`config.mk`:
```
export PLATFORM = sky130hd
export DESIGN_NAME = http_response_header_parser_core_flat
export DESIGN_NICKNAME = d
export VERILOG_FILES = /design/src/rtl/hrhp_pkg.sv /design/src/rtl/hrhp_in_if.sv /design/src/rtl/hrhp_out_if.sv /design/src/rtl/hrhp_parser.sv /design/src/rtl/hrhp_result_reg.sv /design/src/rtl/http_response_header_parser_core.sv /design/src/flat_wrapper.sv
export SDC_FILE = /design/constraint.sdc
export NUM_CORES = 1
export LEC_CHECK = 0
export BUFFER_PORTS_ARGS = -buffer_cell sky130_fd_sc_hd__buf_4
export CAP_MARGIN = 20
export CORE_ASPECT_RATIO = 1.4
export CORE_MARGIN = 1
export CORE_UTILIZATION = 35
export DETAILED_ROUTE_END_ITERATION = 16
export PLACE_DENSITY_LB_ADDON = 0.08
export SLEW_MARGIN = 20
export SYNTH_ARGS = -nofsm -noshare
export SYNTH_HDL_FRONTEND = slang
export SYNTH_SLANG_ARGS = --single-unit
```
`constraint.sdc`:
```
create_clock -name clk_i -period 6.3 [get_ports clk_i]
set_input_delay 0.315 -clock clk_i [delete_from_list [all_inputs] [get_ports clk_i]]
set_output_delay 0.315 -clock clk_i [all_outputs]
set_load 0.02 [all_outputs]
```
`src/rtl/hrhp_pkg.sv`:
```
// ----------------------------------------------------------------------------
// hrhp_pkg
// Shared types and constants of the HTTP response header parser.
// ----------------------------------------------------------------------------
`default_nettype none

package hrhp_pkg;

  // Reset value of the header byte limit register
  localparam logic [15:0] LIMIT_RESET = 16'd16384;

  // Register indexes (word address bit above the byte lanes)
  localparam logic [0:0] REG_IDX_LIMIT = 1'b0;

  // Saturation limits of the parsed numbers
  localparam logic [15:0] STATUS_MAX = 16'hFFFF;
  localparam logic [30:0] LENGTH_MAX = 31'h7FFF_FFFF;

  // Columns at which each number scanner starts
  localparam int unsigned COL_CODE9  = 9;
  localparam int unsigned COL_CODE5  = 5;
  localparam int unsigned COL_LENGTH = 15;

  // Character codes
  localparam logic [7:0] CHAR_CR  = 8'h0D;
  localparam logic [7:0] CHAR_LF  = 8'h0A;
  localparam logic [7:0] CHAR_SP  = 8'h20;
  localparam logic [7:0] CHAR_TAB = 8'h09;

  // Parser phase
  typedef enum logic [1:0] {
    PH_HEADER = 2'b01,
    PH_BODY   = 2'b10
  } phase_e;

  // Number scanner mode
  typedef enum logic [2:0] {
    SCAN_SKIP   = 3'b001,
    SCAN_DIGITS = 3'b010,
    SCAN_DONE   = 3'b100
  } scan_e;

  // One result word
  typedef struct packed {
    logic [15:0]        status_code;
    logic signed [31:0] body_length;
    logic               dead;
  } hrhp_result_t;

endpackage

`default_nettype wire

```
`src/rtl/hrhp_in_if.sv`:
```
// ----------------------------------------------------------------------------
// hrhp_in_if
// Input channel: one response byte or a stream-closed event per word.
// ----------------------------------------------------------------------------
`default_nettype none

interface hrhp_in_if;
  logic       valid;
  logic       ready;
  logic       action;
  logic [7:0] data_byte;

  modport source (output valid, output action, output data_byte, input ready);
  modport sink   (input valid, input action, input data_byte, output ready);
endinterface

`default_nettype wire

```
`src/rtl/hrhp_out_if.sv`:
```
// ----------------------------------------------------------------------------
// hrhp_out_if
// Result channel: status code, body length and dead flag per word.
// ----------------------------------------------------------------------------
`default_nettype none

interface hrhp_out_if;
  logic               valid;
  logic               ready;
  logic [15:0]        status_code;
  logic signed [31:0] body_length;
  logic               dead;

  modport source (output valid, output status_code, output body_length, output dead,
                  input ready);
  modport sink   (input valid, input status_code, input body_length, input dead,
                  output ready);
endinterface

`default_nettype wire

```
`src/rtl/hrhp_parser.sv`:
```
// ----------------------------------------------------------------------------
// hrhp_parser
// Per-byte header matcher, number scanners and body counter.
// ----------------------------------------------------------------------------
`default_nettype none

module hrhp_parser import hrhp_pkg::*; #(
  parameter int unsigned LINE_BUF_BYTES = 256
) (
  input  wire logic         clk_i,
  input  wire logic         rst_ni,
  input  wire logic         item_valid_i,
  input  wire logic         action_i,
  input  wire logic [7:0]   data_byte_i,
  input  wire logic [15:0]  limit_i,
  output      logic         res_valid_o,
  output      hrhp_result_t res_o
);

  localparam int unsigned PW = $clog2(LINE_BUF_BYTES);
  localparam logic [PW-1:0] LINE_MAX = PW'(LINE_BUF_BYTES - 1);

  // Expected character of the version prefix
  function automatic logic [7:0] ver_char(input logic [2:0] idx);
    logic [7:0] c;
    case (idx)
      3'd0:    c = "H";
      3'd1:    c = "T";
      3'd2:    c = "T";
      3'd3:    c = "P";
      3'd4:    c = "/";
      3'd5:    c = "1";
      3'd6:    c = ".";
      default: c = 8'h00;
    endcase
    return c;
  endfunction

  // Expected lower-case character of the length header name
  function automatic logic [7:0] name_char(input logic [3:0] idx);
    logic [7:0] c;
    case (idx)
      4'd0:    c = "c";
      4'd1:    c = "o";
      4'd2:    c = "n";
      4'd3:    c = "t";
      4'd4:    c = "e";
      4'd5:    c = "n";
      4'd6:    c = "t";
      4'd7:    c = "-";
      4'd8:    c = "l";
      4'd9:    c = "e";
      4'd10:   c = "n";
      4'd11:   c = "g";
      4'd12:   c = "t";
      4'd13:   c = "h";
      4'd14:   c = ":";
      default: c = 8'h00;
    endcase
    return c;
  endfunction

  // Next scanner mode for one character
  function automatic scan_e scan_next(input scan_e m, input logic act, input logic dig,
                                      input logic blk);
    scan_e n;
    if (!act || m == SCAN_DONE || (m == SCAN_SKIP && blk)) begin
      n = m;
    end else if (!dig) begin
      n = SCAN_DONE;
    end else begin
      n = SCAN_DIGITS;
    end
    return n;
  endfunction

  // Multiply by ten, add a digit, saturate (16 bit)
  function automatic logic [15:0] acc16(input logic [15:0] v, input logic [3:0] d);
    logic [19:0] n;
    n = ({4'd0, v} << 3) + ({4'd0, v} << 1) + {16'd0, d};
    return (n > {4'd0, STATUS_MAX}) ? STATUS_MAX : n[15:0];
  endfunction

  // Multiply by ten, add a digit, saturate (31 bit)
  function automatic logic [30:0] acc31(input logic [30:0] v, input logic [3:0] d);
    logic [34:0] n;
    n = ({4'd0, v} << 3) + ({4'd0, v} << 1) + {31'd0, d};
    return (n > {4'd0, LENGTH_MAX}) ? LENGTH_MAX : n[30:0];
  endfunction

  phase_e        phase_q, phase_d;
  logic [PW-1:0] pos_q, pos_d;
  logic          first_q, first_d;
  logic          ver_match_q, ver_match_d;
  logic          name_match_q, name_match_d;
  scan_e         mode9_q, mode9_d, mode5_q, mode5_d, model_q, model_d;
  logic [15:0]   code9_q, code9_d, code5_q, code5_d;
  logic [30:0]   cand_q, cand_d;
  logic [15:0]   status_q, status_d;
  logic          len_seen_q, len_seen_d;
  logic [30:0]   len_q, len_d;
  logic [16:0]   hdr_seen_q, hdr_seen_d;
  logic [30:0]   body_left_q, body_left_d;

  logic          feed;
  logic          is_digit, is_blank;
  logic [7:0]    lower;
  logic [3:0]    digit;
  logic          act9, act5, actl;
  logic [16:0]   hdr_inc;
  logic [30:0]   body_dec;
  logic          emit, emit_dead;
  logic [30:0]   emit_len;

  // Classify the incoming character
  assign is_digit = (data_byte_i >= "0") && (data_byte_i <= "9");
  assign is_blank = (data_byte_i == CHAR_SP) || (data_byte_i == CHAR_TAB);
  assign lower    = ((data_byte_i >= "A") && (data_byte_i <= "Z")) ? data_byte_i + 8'd32
                                                                   : data_byte_i;
  assign digit    = data_byte_i[3:0];
  assign act9     = feed && (pos_q >= PW'(COL_CODE9));
  assign act5     = feed && (pos_q >= PW'(COL_CODE5));
  assign actl     = feed && (pos_q >= PW'(COL_LENGTH));
  assign hdr_inc  = hdr_seen_q + 17'd1;
  assign body_dec = (body_left_q != 31'd0) ? body_left_q - 31'd1 : body_left_q;

  // Decide this byte's effect on the parser state
  always_comb begin
    phase_d      = phase_q;
    pos_d        = pos_q;
    first_d      = first_q;
    ver_match_d  = ver_match_q;
    name_match_d = name_match_q;
    mode9_d      = mode9_q;
    mode5_d      = mode5_q;
    model_d      = model_q;
    code9_d      = code9_q;
    code5_d      = code5_q;
    cand_d       = cand_q;
    status_d     = status_q;
    len_seen_d   = len_seen_q;
    len_d        = len_q;
    hdr_seen_d   = hdr_seen_q;
    body_left_d  = body_left_q;
    feed         = 1'b0;
    emit         = 1'b0;
    emit_dead    = 1'b0;
    emit_len     = len_q;

    if (item_valid_i) begin
      if (action_i) begin
        emit      = 1'b1;
        emit_dead = 1'b1;
      end else if (phase_q == PH_BODY) begin
        body_left_d = body_dec;
        if (body_dec == 31'd0) begin
          emit = 1'b1;
        end
      end else begin
        if (hdr_inc > {1'b0, limit_i}) begin
          emit      = 1'b1;
          emit_dead = 1'b1;
        end else begin
          hdr_seen_d = hdr_inc;
          if (data_byte_i == CHAR_CR) begin
            // drop carriage returns
          end else if (data_byte_i != CHAR_LF) begin
            feed = (pos_q < LINE_MAX);
          end else if (pos_q == '0) begin
            // blank line closes the header section
            if (first_q || !len_seen_q) begin
              emit      = 1'b1;
              emit_dead = 1'b1;
            end else if (len_q == 31'd0) begin
              emit = 1'b1;
            end else begin
              phase_d     = PH_BODY;
              body_left_d = len_q;
            end
          end else begin
            // complete line: latch what it carried, then clear the line
            if (first_q) begin
              first_d = 1'b0;
              if (pos_q >= PW'(9) && ver_match_q) begin
                status_d = code9_q;
              end else if (pos_q >= PW'(6)) begin
                status_d = code5_q;
              end
            end else if (pos_q >= PW'(15) && name_match_q) begin
              len_d      = cand_q;
              len_seen_d = 1'b1;
            end
            pos_d        = '0;
            ver_match_d  = 1'b1;
            name_match_d = 1'b1;
            mode9_d      = SCAN_SKIP;
            mode5_d      = SCAN_SKIP;
            model_d      = SCAN_SKIP;
            code9_d      = '0;
            code5_d      = '0;
            cand_d       = '0;
          end
        end
      end
    end

    // Match prefixes and run the three number scanners
    if (feed) begin
      if (pos_q < PW'(7) && data_byte_i != ver_char(pos_q[2:0])) begin
        ver_match_d = 1'b0;
      end
      if (pos_q < PW'(15) && lower != name_char(pos_q[3:0])) begin
        name_match_d = 1'b0;
      end
      mode9_d = scan_next(mode9_q, act9, is_digit, is_blank);
      mode5_d = scan_next(mode5_q, act5, is_digit, is_blank);
      model_d = scan_next(model_q, actl, is_digit, is_blank);
      if (mode9_d == SCAN_DIGITS && act9) begin
        code9_d = acc16(code9_q, digit);
      end
      if (mode5_d == SCAN_DIGITS && act5) begin
        code5_d = acc16(code5_q, digit);
      end
      if (model_d == SCAN_DIGITS && actl) begin
        cand_d = acc31(cand_q, digit);
      end
      pos_d = pos_q + PW'(1);
    end

    // Rearm after a result
    if (emit) begin
      phase_d      = PH_HEADER;
      pos_d        = '0;
      first_d      = 1'b1;
      ver_match_d  = 1'b1;
      name_match_d = 1'b1;
      mode9_d      = SCAN_SKIP;
      mode5_d      = SCAN_SKIP;
      model_d      = SCAN_SKIP;
      code9_d      = '0;
      code5_d      = '0;
      cand_d       = '0;
      status_d     = '0;
      len_seen_d   = 1'b0;
      len_d        = '0;
      hdr_seen_d   = '0;
      body_left_d  = '0;
    end
  end

  // Build the result word
  assign res_valid_o       = emit;
  assign res_o.status_code = status_q;
  assign res_o.body_length = emit_dead ? -32'sd1 : $signed({1'b0, emit_len});
  assign res_o.dead        = emit_dead;

  // Hold the parser state
  always_ff @(posedge clk_i or negedge rst_ni) begin
    if (!rst_ni) begin
      phase_q      <= PH_HEADER;
      pos_q        <= '0;
      first_q      <= 1'b1;
      ver_match_q  <= 1'b1;
      name_match_q <= 1'b1;
      mode9_q      <= SCAN_SKIP;
      mode5_q      <= SCAN_SKIP;
      model_q      <= SCAN_SKIP;
      code9_q      <= '0;
      code5_q      <= '0;
      cand_q       <= '0;
      status_q     <= '0;
      len_seen_q   <= 1'b0;
      len_q        <= '0;
      hdr_seen_q   <= '0;
      body_left_q  <= '0;
    end else begin
      phase_q      <= phase_d;
      pos_q        <= pos_d;
      first_q      <= first_d;
      ver_match_q  <= ver_match_d;
      name_match_q <= name_match_d;
      mode9_q      <= mode9_d;
      mode5_q      <= mode5_d;
      model_q      <= model_d;
      code9_q      <= code9_d;
      code5_q      <= code5_d;
      cand_q       <= cand_d;
      status_q     <= status_d;
      len_seen_q   <= len_seen_d;
      len_q        <= len_d;
      hdr_seen_q   <= hdr_seen_d;
      body_left_q  <= body_left_d;
    end
  end

endmodule

`default_nettype wire

```
`src/rtl/hrhp_result_reg.sv`:
```
// ----------------------------------------------------------------------------
// hrhp_result_reg
// Output register holding one result word until the sink takes it.
// ----------------------------------------------------------------------------
`default_nettype none

module hrhp_result_reg import hrhp_pkg::*; (
  input  wire logic         clk_i,
  input  wire logic         rst_ni,
  input  wire logic         push_i,
  input  wire hrhp_result_t push_data_i,
  output      logic         room_o,
  hrhp_out_if.source        out_o
);

  logic         valid_q, valid_d;
  hrhp_result_t data_q;

  // Free when empty or when the held word leaves this cycle
  assign room_o = !valid_q || out_o.ready;

  // Drop on handshake, load on push
  always_comb begin
    valid_d = valid_q;
    if (valid_q && out_o.ready) begin
      valid_d = 1'b0;
    end
    if (push_i) begin
      valid_d = 1'b1;
    end
  end

  always_ff @(posedge clk_i or negedge rst_ni) begin
    if (!rst_ni) begin
      valid_q <= 1'b0;
    end else begin
      valid_q <= valid_d;
    end
  end

  always_ff @(posedge clk_i) begin
    if (push_i) begin
      data_q <= push_data_i;
    end
  end

  assign out_o.valid       = valid_q;
  assign out_o.status_code = data_q.status_code;
  assign out_o.body_length = data_q.body_length;
  assign out_o.dead        = data_q.dead;

endmodule

`default_nettype wire

```
`src/rtl/http_response_header_parser_core.sv`:
```
// Path: an accepted word waits in the input register until the output register has
//   room; the parser step then loads any result into the output register.
// Throughput: one byte per cycle; the parser step after the input register sets this
//   figure, and a full output register that the sink does not read stalls it.
// Reset: rst_ni clears all parser state and the input and output valid flags at once
//   and loads the header byte limit with 16384; no clearing pass is needed.
// ----------------------------------------------------------------------------
// http_response_header_parser_core
// HTTP/1.x response header parser with body drain and APB limit register.
// ----------------------------------------------------------------------------
`default_nettype none

module http_response_header_parser_core import hrhp_pkg::*; #(
  parameter int unsigned LINE_BUF_BYTES = 256
) (
  input  wire logic        clk_i,
  input  wire logic        rst_ni,
  input  wire logic        psel,
  input  wire logic        penable,
  input  wire logic        pwrite,
  input  wire logic [2:0]  paddr,
  input  wire logic [31:0] pwdata,
  output      logic [31:0] prdata,
  output      logic        pready,
  hrhp_in_if.sink          in_i,
  hrhp_out_if.source       out_o
);

  logic         in_valid_q, in_valid_d;
  logic         action_q;
  logic [7:0]   byte_q;
  logic         accept, consume, room;
  logic [15:0]  limit_q;
  logic         cfg_write;
  logic         res_valid;
  hrhp_result_t res;

  // Configuration register
  assign pready    = 1'b1;
  assign cfg_write = psel && penable && pwrite && (paddr[2] == REG_IDX_LIMIT);
  assign prdata    = (paddr[2] == REG_IDX_LIMIT) ? {16'd0, limit_q} : 32'd0;

  always_ff @(posedge clk_i or negedge rst_ni) begin
    if (!rst_ni) begin
      limit_q <= LIMIT_RESET;
    end else if (cfg_write) begin
      limit_q <= pwdata[15:0];
    end
  end

  // Input register: take a word whenever it is empty or the held one moves on
  assign consume    = in_valid_q && room;
  assign in_i.ready = !in_valid_q || room;
  assign accept     = in_i.valid && in_i.ready;

  always_comb begin
    in_valid_d = in_valid_q;
    if (consume) begin
      in_valid_d = 1'b0;
    end
    if (accept) begin
      in_valid_d = 1'b1;
    end
  end

  always_ff @(posedge clk_i or negedge rst_ni) begin
    if (!rst_ni) begin
      in_valid_q <= 1'b0;
    end else begin
      in_valid_q <= in_valid_d;
    end
  end

  always_ff @(posedge clk_i) begin
    if (accept) begin
      action_q <= in_i.action;
      byte_q   <= in_i.data_byte;
    end
  end

  hrhp_parser #(
    .LINE_BUF_BYTES (LINE_BUF_BYTES)
  ) u_parser (
    .clk_i        (clk_i),
    .rst_ni       (rst_ni),
    .item_valid_i (consume),
    .action_i     (action_q),
    .data_byte_i  (byte_q),
    .limit_i      (limit_q),
    .res_valid_o  (res_valid),
    .res_o        (res)
  );

  hrhp_result_reg u_result (
    .clk_i       (clk_i),
    .rst_ni      (rst_ni),
    .push_i      (res_valid),
    .push_data_i (res),
    .room_o      (room),
    .out_o       (out_o)
  );

endmodule

`default_nettype wire

```
`src/flat_wrapper.sv`:
```
// flat-port wrapper written by rule: the top's interface ports become plain ports
module http_response_header_parser_core_flat import hrhp_pkg::*;
#(
  parameter int unsigned LINE_BUF_BYTES = 256
)
  (clk_i, rst_ni, psel, penable, pwrite, paddr, pwdata, prdata, pready, in_i_valid, in_i_action, in_i_data_byte, in_i_ready, out_o_valid, out_o_status_code, out_o_body_length, out_o_dead, out_o_ready);
  hrhp_in_if in_i_i ();
  hrhp_out_if out_o_i ();
  input  wire logic clk_i;
  input  wire logic rst_ni;
  input  wire logic psel;
  input  wire logic penable;
  input  wire logic pwrite;
  input  wire logic [2:0] paddr;
  input  wire logic [31:0] pwdata;
  output      logic [31:0] prdata;
  output      logic pready;
  input wire logic [$bits(in_i_i.valid)-1:0] in_i_valid;
  input wire logic [$bits(in_i_i.action)-1:0] in_i_action;
  input wire logic [$bits(in_i_i.data_byte)-1:0] in_i_data_byte;
  output wire logic [$bits(in_i_i.ready)-1:0] in_i_ready;
  output wire logic [$bits(out_o_i.valid)-1:0] out_o_valid;
  output wire logic [$bits(out_o_i.status_code)-1:0] out_o_status_code;
  output wire logic [$bits(out_o_i.body_length)-1:0] out_o_body_length;
  output wire logic [$bits(out_o_i.dead)-1:0] out_o_dead;
  input wire logic [$bits(out_o_i.ready)-1:0] out_o_ready;
  assign in_i_i.valid = in_i_valid;
  assign in_i_i.action = in_i_action;
  assign in_i_i.data_byte = in_i_data_byte;
  assign in_i_ready = in_i_i.ready;
  assign out_o_valid = out_o_i.valid;
  assign out_o_status_code = out_o_i.status_code;
  assign out_o_body_length = out_o_i.body_length;
  assign out_o_dead = out_o_i.dead;
  assign out_o_i.ready = out_o_ready;
  http_response_header_parser_core #(.LINE_BUF_BYTES(LINE_BUF_BYTES)) u_core (.clk_i(clk_i), .rst_ni(rst_ni), .psel(psel), .penable(penable), .pwrite(pwrite), .paddr(paddr), .pwdata(pwdata), .prdata(prdata), .pready(pready), .in_i(in_i_i), .out_o(out_o_i));
endmodule
```
==> out/qor.txt, run 1 <==
status -> finished clean
die area -> 49800 um^2
fin util -> 40.9%
hold path depth -> 3
Final nets -> 2153
Worst Max-Slew Pin Slew -> 912 ps
VDD IR max -> 0.192 mV
# setup viols final -> 0
Synth top area share -> 27.9%
FMAX -> 0.192 GHz
flops & latches, synth -> 256
overall routing resource usage -> 20.0%
initial core utilization -> 35.6%
CTS max path bufs -> 3
top-count cell post-synth -> nand2_1
ant diodes -> 0
Die X -> 189 um
number of max-capacitance violations reported -> 0
Synth-to-Final Area Change -> 14.9%
CP Launch Point -> u_core.u_parser.hdr_seen_q[6]
crit-path cells -> nand3_1 > or4_1 > inv_1 > nand3_1 > nor2_1 > xor2_1 > ha_1 > nand4_1 > nor3_1 > a41o_1 > a41o_1 > and2_0 > a21o_1 > o21a_1 > inv_6 > a21oi_1 > a22o_1
Post-DP HPWL -> 35.9 mm
Synth Area in XOR/XNOR -> 3.94%
Post-Syn Instances -> 1877
fillers -> 4860
Sw Ratio -> 27.6%
sequential fraction of the synthesis area -> 39.2%
CTS sink count -> 256
register-to-register setup slack -> 1080 ps
Synthesis Warnings -> 0
initial antenna violation count -> 0
PD cells -> 223 nW/um^2
crit share post-route -> 82.8%
Leak Pwr -> 0.00897 uW
Int Pwr -> 3170 uW
Mapped Area -> 17100 um^2
Main synth FF type -> dfrtp_1
Adder-Cell Fraction of Synth Area -> 11.6%
Remaining DRCs -> 0
clock network fraction of total power -> 43.5%
TritonCTS clock tree -> built
vias -> 14300
Req. time, crit path -> 6810 ps
share of cells above drive strength 1 -> 12.0%
clk_skew -> 21.9 ps
final setup TNS -> 0 ps
Placed Cells -> 2518
drt first-iter violations -> 830
final hold violation count -> 0
Routed WL -> 49.6 mm
Critical Path Sink -> u_core.u_parser.hdr_seen_q[3]
Placer Congestion -> 0.876
post-synthesis simple-gate area fraction -> 18.6%
WL/cell -> 19.1 um
row cnt -> 95
FFs w/ async S/R, synth -> 77.7%
Worst Setup End Kind -> flip-flop
Ports -> 135
Max-slew headroom -> 38.9%
Post-CTS Setup Inserts -> 0
Crit. path cell count -> 17
Worst path max stage delay -> 770 ps
post-synthesis mux area share -> 2.64%
Synth area leader -> dfrtp_1
critical-path maximum fanout -> 27
Hold Path Class -> input pin to flip-flop
Slew Limit Fails -> 0
complex-gate fraction of the synthesized area -> 18.8%
Syn Area/Cell -> 9.12 um^2
root buf cell -> clkbuf_16
r2r worst-path depth -> 17
total gr overflow -> 0
clock-pin slew on the worst setup and hold paths -> 60 ps
Critical R2R Capture -> u_core.u_parser.hdr_seen_q[3]
drt via density -> 5.48
top cell family by delay on the critical path -> compound AO/OA/AOI/OAI gates
Yosys cell types -> 87
crit path DAT -> 5730 ps
vias in the first global route -> 14200
H-tree depth -> 1
Tot Pwr -> 4380 uW
Post-synth top cells -> nand2_1 (249), dfrtp_1 (191), ha_1 (149)
Sequential Power Share -> 42.3%
Comb power frac -> 14.2%
start point of the worst hold path -> out_o_ready
antenna viol nets, final -> 0
Port Buffers -> 99
Psw -> 1210 uW
dominant cells by area after synthesis -> dfrtp_1 (28%), ha_1 (11%), edfxtp_1 (10%)
Post-Layout Cell Count -> 2601
slowest CP cell -> a21oi_1
main combinational cell family by area after synthesis -> compound AO/OA/AOI/OAI gates
Clock Latency Late Sink -> 580 ps
Post-synth EDFFs -> 57
Tmin final -> 5220 ps
largest net degree at the start of global routing -> 78
TritonCTS Buffers -> 30
DIE HEIGHT -> 264 um
Crit Path Category -> flip-flop to flip-flop
RSZ-0062 raised after global routing -> false
R2R Path Start -> u_core.u_parser.hdr_seen_q[6]
first-pass detailed-route iteration total -> 5
crit path launch type -> flip-flop
global-route wire length before repair -> 79.7 mm
Worst Path Buf+Inv -> 2
core area -> 48100 um^2
==> per-stage QoR <==
| step | area (um^2) | worst slack, ps | hold WS (ps) |
|---|---|---|---|
| global route | 19700 | 597 | 118 |
| detailed placement | 18300 | 1040 | 396 |
| CTS | 19700 | 1010 | 65.0 |
| global placement | 18300 | 1100 | 397 |
| finish | 19700 | 1080 | 97.2 |
| floorplan | 17200 | 1620 | 19.4 |
==> layout by cell type, fill, tap and decap left out, types with 16 or more instances in the layout <==
cell type / count
a31oi_1: 28
a21oi_1: 121
a21o_1: 18
o31ai_1: 25
ha_1: 149
nor2_1: 117
nor4_1: 30
xor2_1: 38
xnor2_1: 39
clkbuf_16: 30
o21ai_0: 88
edfxtp_1: 57
nand3_1: 41
conb_1: 17
nand4_1: 25
dfrtp_1: 191
nand2b_1: 45
mux2_2: 33
inv_1: 72
o21a_1: 23
nand2_1: 248
buf_4: 123
a221oi_1: 40
or3_1: 18
a211oi_1: 28
o22ai_1: 16
a22o_1: 17
dlygate4sd3_1: 27
nor3_1: 54
==> tightest hold or removal path, stage by stage <==
cell and delay (ps):
buf_4 80, nand2b_1 160, nand2_1 70
==> timing repair <==
item,in CTS,in global routing
resized for setup,0,0
endpoints found under the hold margin,97,0
hold buffers,27,0
endpoints found under the setup margin,0,0
==> how the worst min path moves through the flow <==
stage,to,slack (ps)
floorplan,u_core.in_valid_q,20
global placement,u_core.limit_q[13],400
detailed placement,u_core.limit_q[13],400
CTS,u_core.u_result.out_o.valid,70
global route,u_core.u_result.out_o.valid,120
finish,u_core.u_result.out_o.valid,100
==> metal layers <==
layer	track usage, %	share of wire [%]	routed length [um]	up-vias
li1	-	-	-	6989
met4	5.93	2.4	1200	0
met2	35.0	50	24800	264
met1	25.7	44	21700	6936
met3	2.22	3.8	1870	72
met5	0	0	0	-
==> cell type report <==
cell class / count / area (um^2) / share of cell area (%)
Clock buffer: 35 / 769 / 3.91
Clock inverter: 21 / 287 / 1.46
Inverter: 74 / 283 / 1.44
Multi-Input combinational cell: 1432 / 9590 / 48.8
Sequential cell: 256 / 6700 / 34.1
Tap cell: 630 / 788 / 4.01
Timing Repair Buffer: 153 / 1250 / 6.34
==> logic make-up (layout without fill, tap and decap cells) <==
kind of cell             Yosys count  in the layout
buffers and inverters            204            283
multiplexers                      41             41
XOR/XNOR                          77             77
flip-flops                       256            256
AO/OA/AOI/OAI                    484            484
adder cells (fa/ha/maj)          155            155
other                              2             17
AND/OR/NAND/NOR                  658            658
==> power by group through the flow <==
stage	logic (uW)	clock network [uW]	registers, uW
after floorplan	403	0	1880
final	623	1900	1850
after detailed placement	616	0	1890
after CTS	633	1960	1850
after global placement	609	0	1880
after global routing	699	2030	1860
==> sequential cells by signal, summed over array words and instances (netlist names), 2 cells and up <==
register                           flops
u_core.u_parser.emit_len              31
u_core.limit_q                        16
u_core.u_parser.model_q                3
u_core.u_parser.hdr_seen_q            17
u_core.u_result.out_o.body_length     31
u_core.u_parser.mode5_q                3
u_core.u_result.out_o.status_code     16
u_core.u_parser.pos_q                  8
u_core.u_parser.phase_q                2
u_core.byte_q                          8
u_core.u_parser.code5_q               16
u_core.u_parser.body_left_q           31
u_core.u_parser.code9_q               16
u_core.u_parser.status_q              16
u_core.u_parser.cand_q                31
u_core.u_parser.mode9_q                3
No activity file was read; power rests on OpenSTA's default activity.
==> run 2, diff against run 1 <==
==> constraint.sdc (replaced) <==
create_clock -name clk_i -period 4.25 [get_ports clk_i]
set_input_delay 0.2125 -clock clk_i [delete_from_list [all_inputs] [get_ports clk_i]]
set_output_delay 0.2125 -clock clk_i [all_outputs]
set_load 0.02 [all_outputs]
==> run 2 against run 1 <==
  * Clock power grew 42%
  * Critical endpoint is now u_core.u_parser.cand_q[30]
  * First-iteration DRC count shrank 4.5%
  * Cell area increased by 4.9%
  * Via count grew 2.3%
  * Utilization increased by 2.0 points
  * Sequential share of layout area is 1.6 points lower
  * Worst setup slack worse by 960 ps
  * Cell count is 3.7% higher
  * Critical path depth is 2 higher
  * Global-route usage rose by 0.32 points
==> out/qor.txt, run 2 (synthesized netlist as in run 1, its figures left out) <==
ant diodes -> 0 (unchanged)
Req. time, crit path -> 4680 ps (-2130 ps)
Int Pwr -> 4670 uW (+47%)
RSZ-0062 raised after global routing -> true
R2R Path Start -> u_core.u_parser.hdr_seen_q[8]
Psw -> 1790 uW (+49%)
Area after DPL -> 19200 um^2 (+4.6%)
vias -> 14600 (+2.3%)
die area -> 49800 um^2 (unchanged)
crit-path cells -> nand3_2 > or4_4 > inv_4 > nand3_4 > buf_6 > buf_4 > nor2_1 > xor2_1 > ha_1 > nor2_1 > a41o_1 > a41o_1 > and2_4 > nor4bb_4 > buf_4 > or3b_4 > o21ai_4 > buf_4 > a221oi_1
CTS sink count -> 256 (unchanged)
drt via density -> 5.41 (-1.4%)
Hold Path Class -> input pin to async pin
CTS max path bufs -> 3 (unchanged)
Final nets -> 2248 (+4.4%)
Worst Setup End Kind -> flip-flop
VDD IR max -> 0.298 mV (+55%)
# setup viols final -> 0 (unchanged)
r2r worst-path depth -> 19 (+2)
Max-slew headroom -> 38.1% (-0.76 points)
final hold violation count -> 0 (unchanged)
Post-DP HPWL -> 37.9 mm (+5.8%)
most frequent cells in the layout -> nand2_1 (247), buf_4 (200), dfrtp_1 (191)
clock network fraction of total power -> 41.8% (-1.7 points)
Leak Pwr -> 0.00950 uW (+5.9%)
Critical R2R Capture -> u_core.u_parser.cand_q[30]
FMAX -> 0.242 GHz (+26%)
overall routing resource usage -> 20.3% (+0.32 points)
Clock Latency Late Sink -> 580 ps (about the same)
vias in the first global route -> 14600 (+3.0%)
Port Buffers -> 99 (unchanged)
crit path DAT -> 4560 ps (-1170 ps)
Sw Ratio -> 27.8% (+0.20 points)
global-route wire length before repair -> 81.6 mm (+2.4%)
largest net degree at the start of global routing -> 98 (+26%)
Placer Congestion -> 0.951 (+8.6%)
Worst Max-Slew Pin Slew -> 923 ps (+11.4 ps)
area of the multi-input gates -> 9710 um^2 (+1.2%)
root buf cell -> clkbuf_16
Register Area -> 6700 um^2 (unchanged)
initial antenna violation count -> 0 (unchanged)
Worst Path Buf+Inv -> 5 (+3)
TritonCTS clock tree -> built
first-pass detailed-route iteration total -> 5 (unchanged)
WL/cell -> 18.9 um (-0.56%)
crit path launch type -> flip-flop
Synth-to-Final Area Change -> 20.6%
top cell family by delay on the critical path -> simple AND/OR/NAND/NOR gates
Routed WL -> 51.1 mm (+3.1%)
slowest CP cell -> or4_4
row cnt -> 95 (unchanged)
fillers -> 4785 (-1.5%)
crit share post-route -> 97.1% (+14 points)
share of cells above drive strength 1 -> 16.9% (+4.9 points)
Comb power frac -> 15.9% (+1.7 points)
critical-path maximum fanout -> 5 (-81%)
Ports -> 135 (unchanged)
initial core utilization -> 35.6% (unchanged)
status -> finished clean
number of max-capacitance violations reported -> 0 (unchanged)
commonest non-fill, non-tap cell in the layout -> nand2_1
antenna viol nets, final -> 0 (unchanged)
DIE HEIGHT -> 264 um (unchanged)
dpl ws -> -217 ps (-1250 ps)
PD cells -> 313 nW/um^2 (+41%)
final setup TNS -> 0 ps (unchanged)
Crit Path Category -> flip-flop to flip-flop
TritonCTS Buffers -> 30 (unchanged)
Slew Limit Fails -> 0 (unchanged)
Sequential Power Share -> 42.3% (about the same)
Worst path max stage delay -> 570 ps (-200 ps)
clk_skew -> 25.6 ps (+3.67 ps)
core area -> 48100 um^2 (unchanged)
fin util -> 42.9% (+2.0 points)
Tmin final -> 4130 ps (-1090 ps)
drt first-iter violations -> 793 (-4.5%)
final instance area -> 20600 um^2 (+4.9%)
Die X -> 189 um (unchanged)
Worst Setup Slack, final -> 122 ps (-963 ps)
most used cell, CP -> buf_4
clock-pin slew on the worst setup and hold paths -> 60 ps (about the same)
register-to-register setup slack -> 120 ps (-960 ps)
H-tree depth -> 1 (unchanged)
Remaining DRCs -> 0 (unchanged)
total gr overflow -> 0 (unchanged)
==> run 2: cell types whose count changed in the layout (fill, tap and decap cells not counted), sizes merged <==
cell and change:
inv +2, buf +93, bufinv -3, clkinvlp +2, clkbuf +4, dlygate4sd3 +2
clkinv -5
==> run 2: worst register-to-register path: stages (launching register included) <==
cell      delay, ps
dfrtp_1         370
nand3_2         100
or4_4           570
inv_4            80
nand3_4          80
buf_6           140
buf_4           130
nor2_1          110
xor2_1          250
ha_1            290
nor2_1          100
a41o_1          100
a41o_1          170
and2_4          190
nor4bb_4        180
buf_4           150
or3b_4          390
o21ai_4         300
buf_4           210
a221oi_1         80
==> run 2: area by class of cell <==
type	count	area share [%]
clock inverter	17	0.976
multi-input combinational	1432	47.0
tap	630	3.82
clock buffer	39	4.00
timing repair buffer	248	10.3
inverter	74	1.38
sequential	256	32.5
==> run 2: worst max path at each step <==
| stage | from | endpoint | slack, ps | depth (start not counted) |
|---|---|---|---|---|
| after floorplan | u_core.u_parser.hdr_seen_q[6] | u_core.u_result.out_o.body_length[0] | 50 | 19 |
| after global placement | u_core.u_parser.hdr_seen_q[8] | u_core.u_parser.cand_q[17] | -200 | 19 |
| after detailed placement | u_core.u_parser.hdr_seen_q[7] | u_core.u_parser.hdr_seen_q[8] | -220 | 18 |
| after CTS | u_core.u_parser.hdr_seen_q[8] | u_core.u_parser.cand_q[5] | -0.6 | 19 |
| after global routing | u_core.u_parser.hdr_seen_q[7] | u_core.u_parser.cand_q[5] | -130 | 18 |
| final | u_core.u_parser.hdr_seen_q[8] | u_core.u_parser.cand_q[30] | 120 | 19 |
==> run 2: power by group through the flow <==
stage | sequential, uW | clock [uW] | combinational [uW]
after floorplan | 2780 | 0 | 598
after global placement | 2780 | 0 | 1000
after detailed placement | 2780 | 0 | 1010
after CTS | 2730 | 2790 | 1040
after global routing | 2750 | 2880 | 1140
final | 2740 | 2700 | 1030
==> run 2: what timing repair did <==
| action | 4_1_cts | 5_1_grt |
|---|---|---|
| setup buffers | 1 | 0 |
| hold buffers | 29 | 0 |
| gates resized for setup | 7 | 22 |
| pin swaps | 0 | 7 |
| setup endpoints to repair | 42 | 103 |
| hold endpoints to repair | 115 | 0 |
| cloned | 0 | 2 |
==> run 2: per-stage QoR <==
step                power, uW  hold slack [ps]  instances
floorplan                3380            -83.1       1892
global placement         3780              374       2608
detailed placement       3790              374       2608
CTS                      6560              319       2694
global route             6770              331       2696
finish                   6460              266       2696
==> run 2: per-layer routing <==
metal / part of all wire, % / up-vias / global-route usage, %
li1: - / 7175 / -
met1: 44 / 7053 / 26.2
met2: 50 / 293 / 36.4
met3: 3.5 / 61 / 1.87
met4: 1.9 / 0 / 4.51
met5: 0 / - / 0
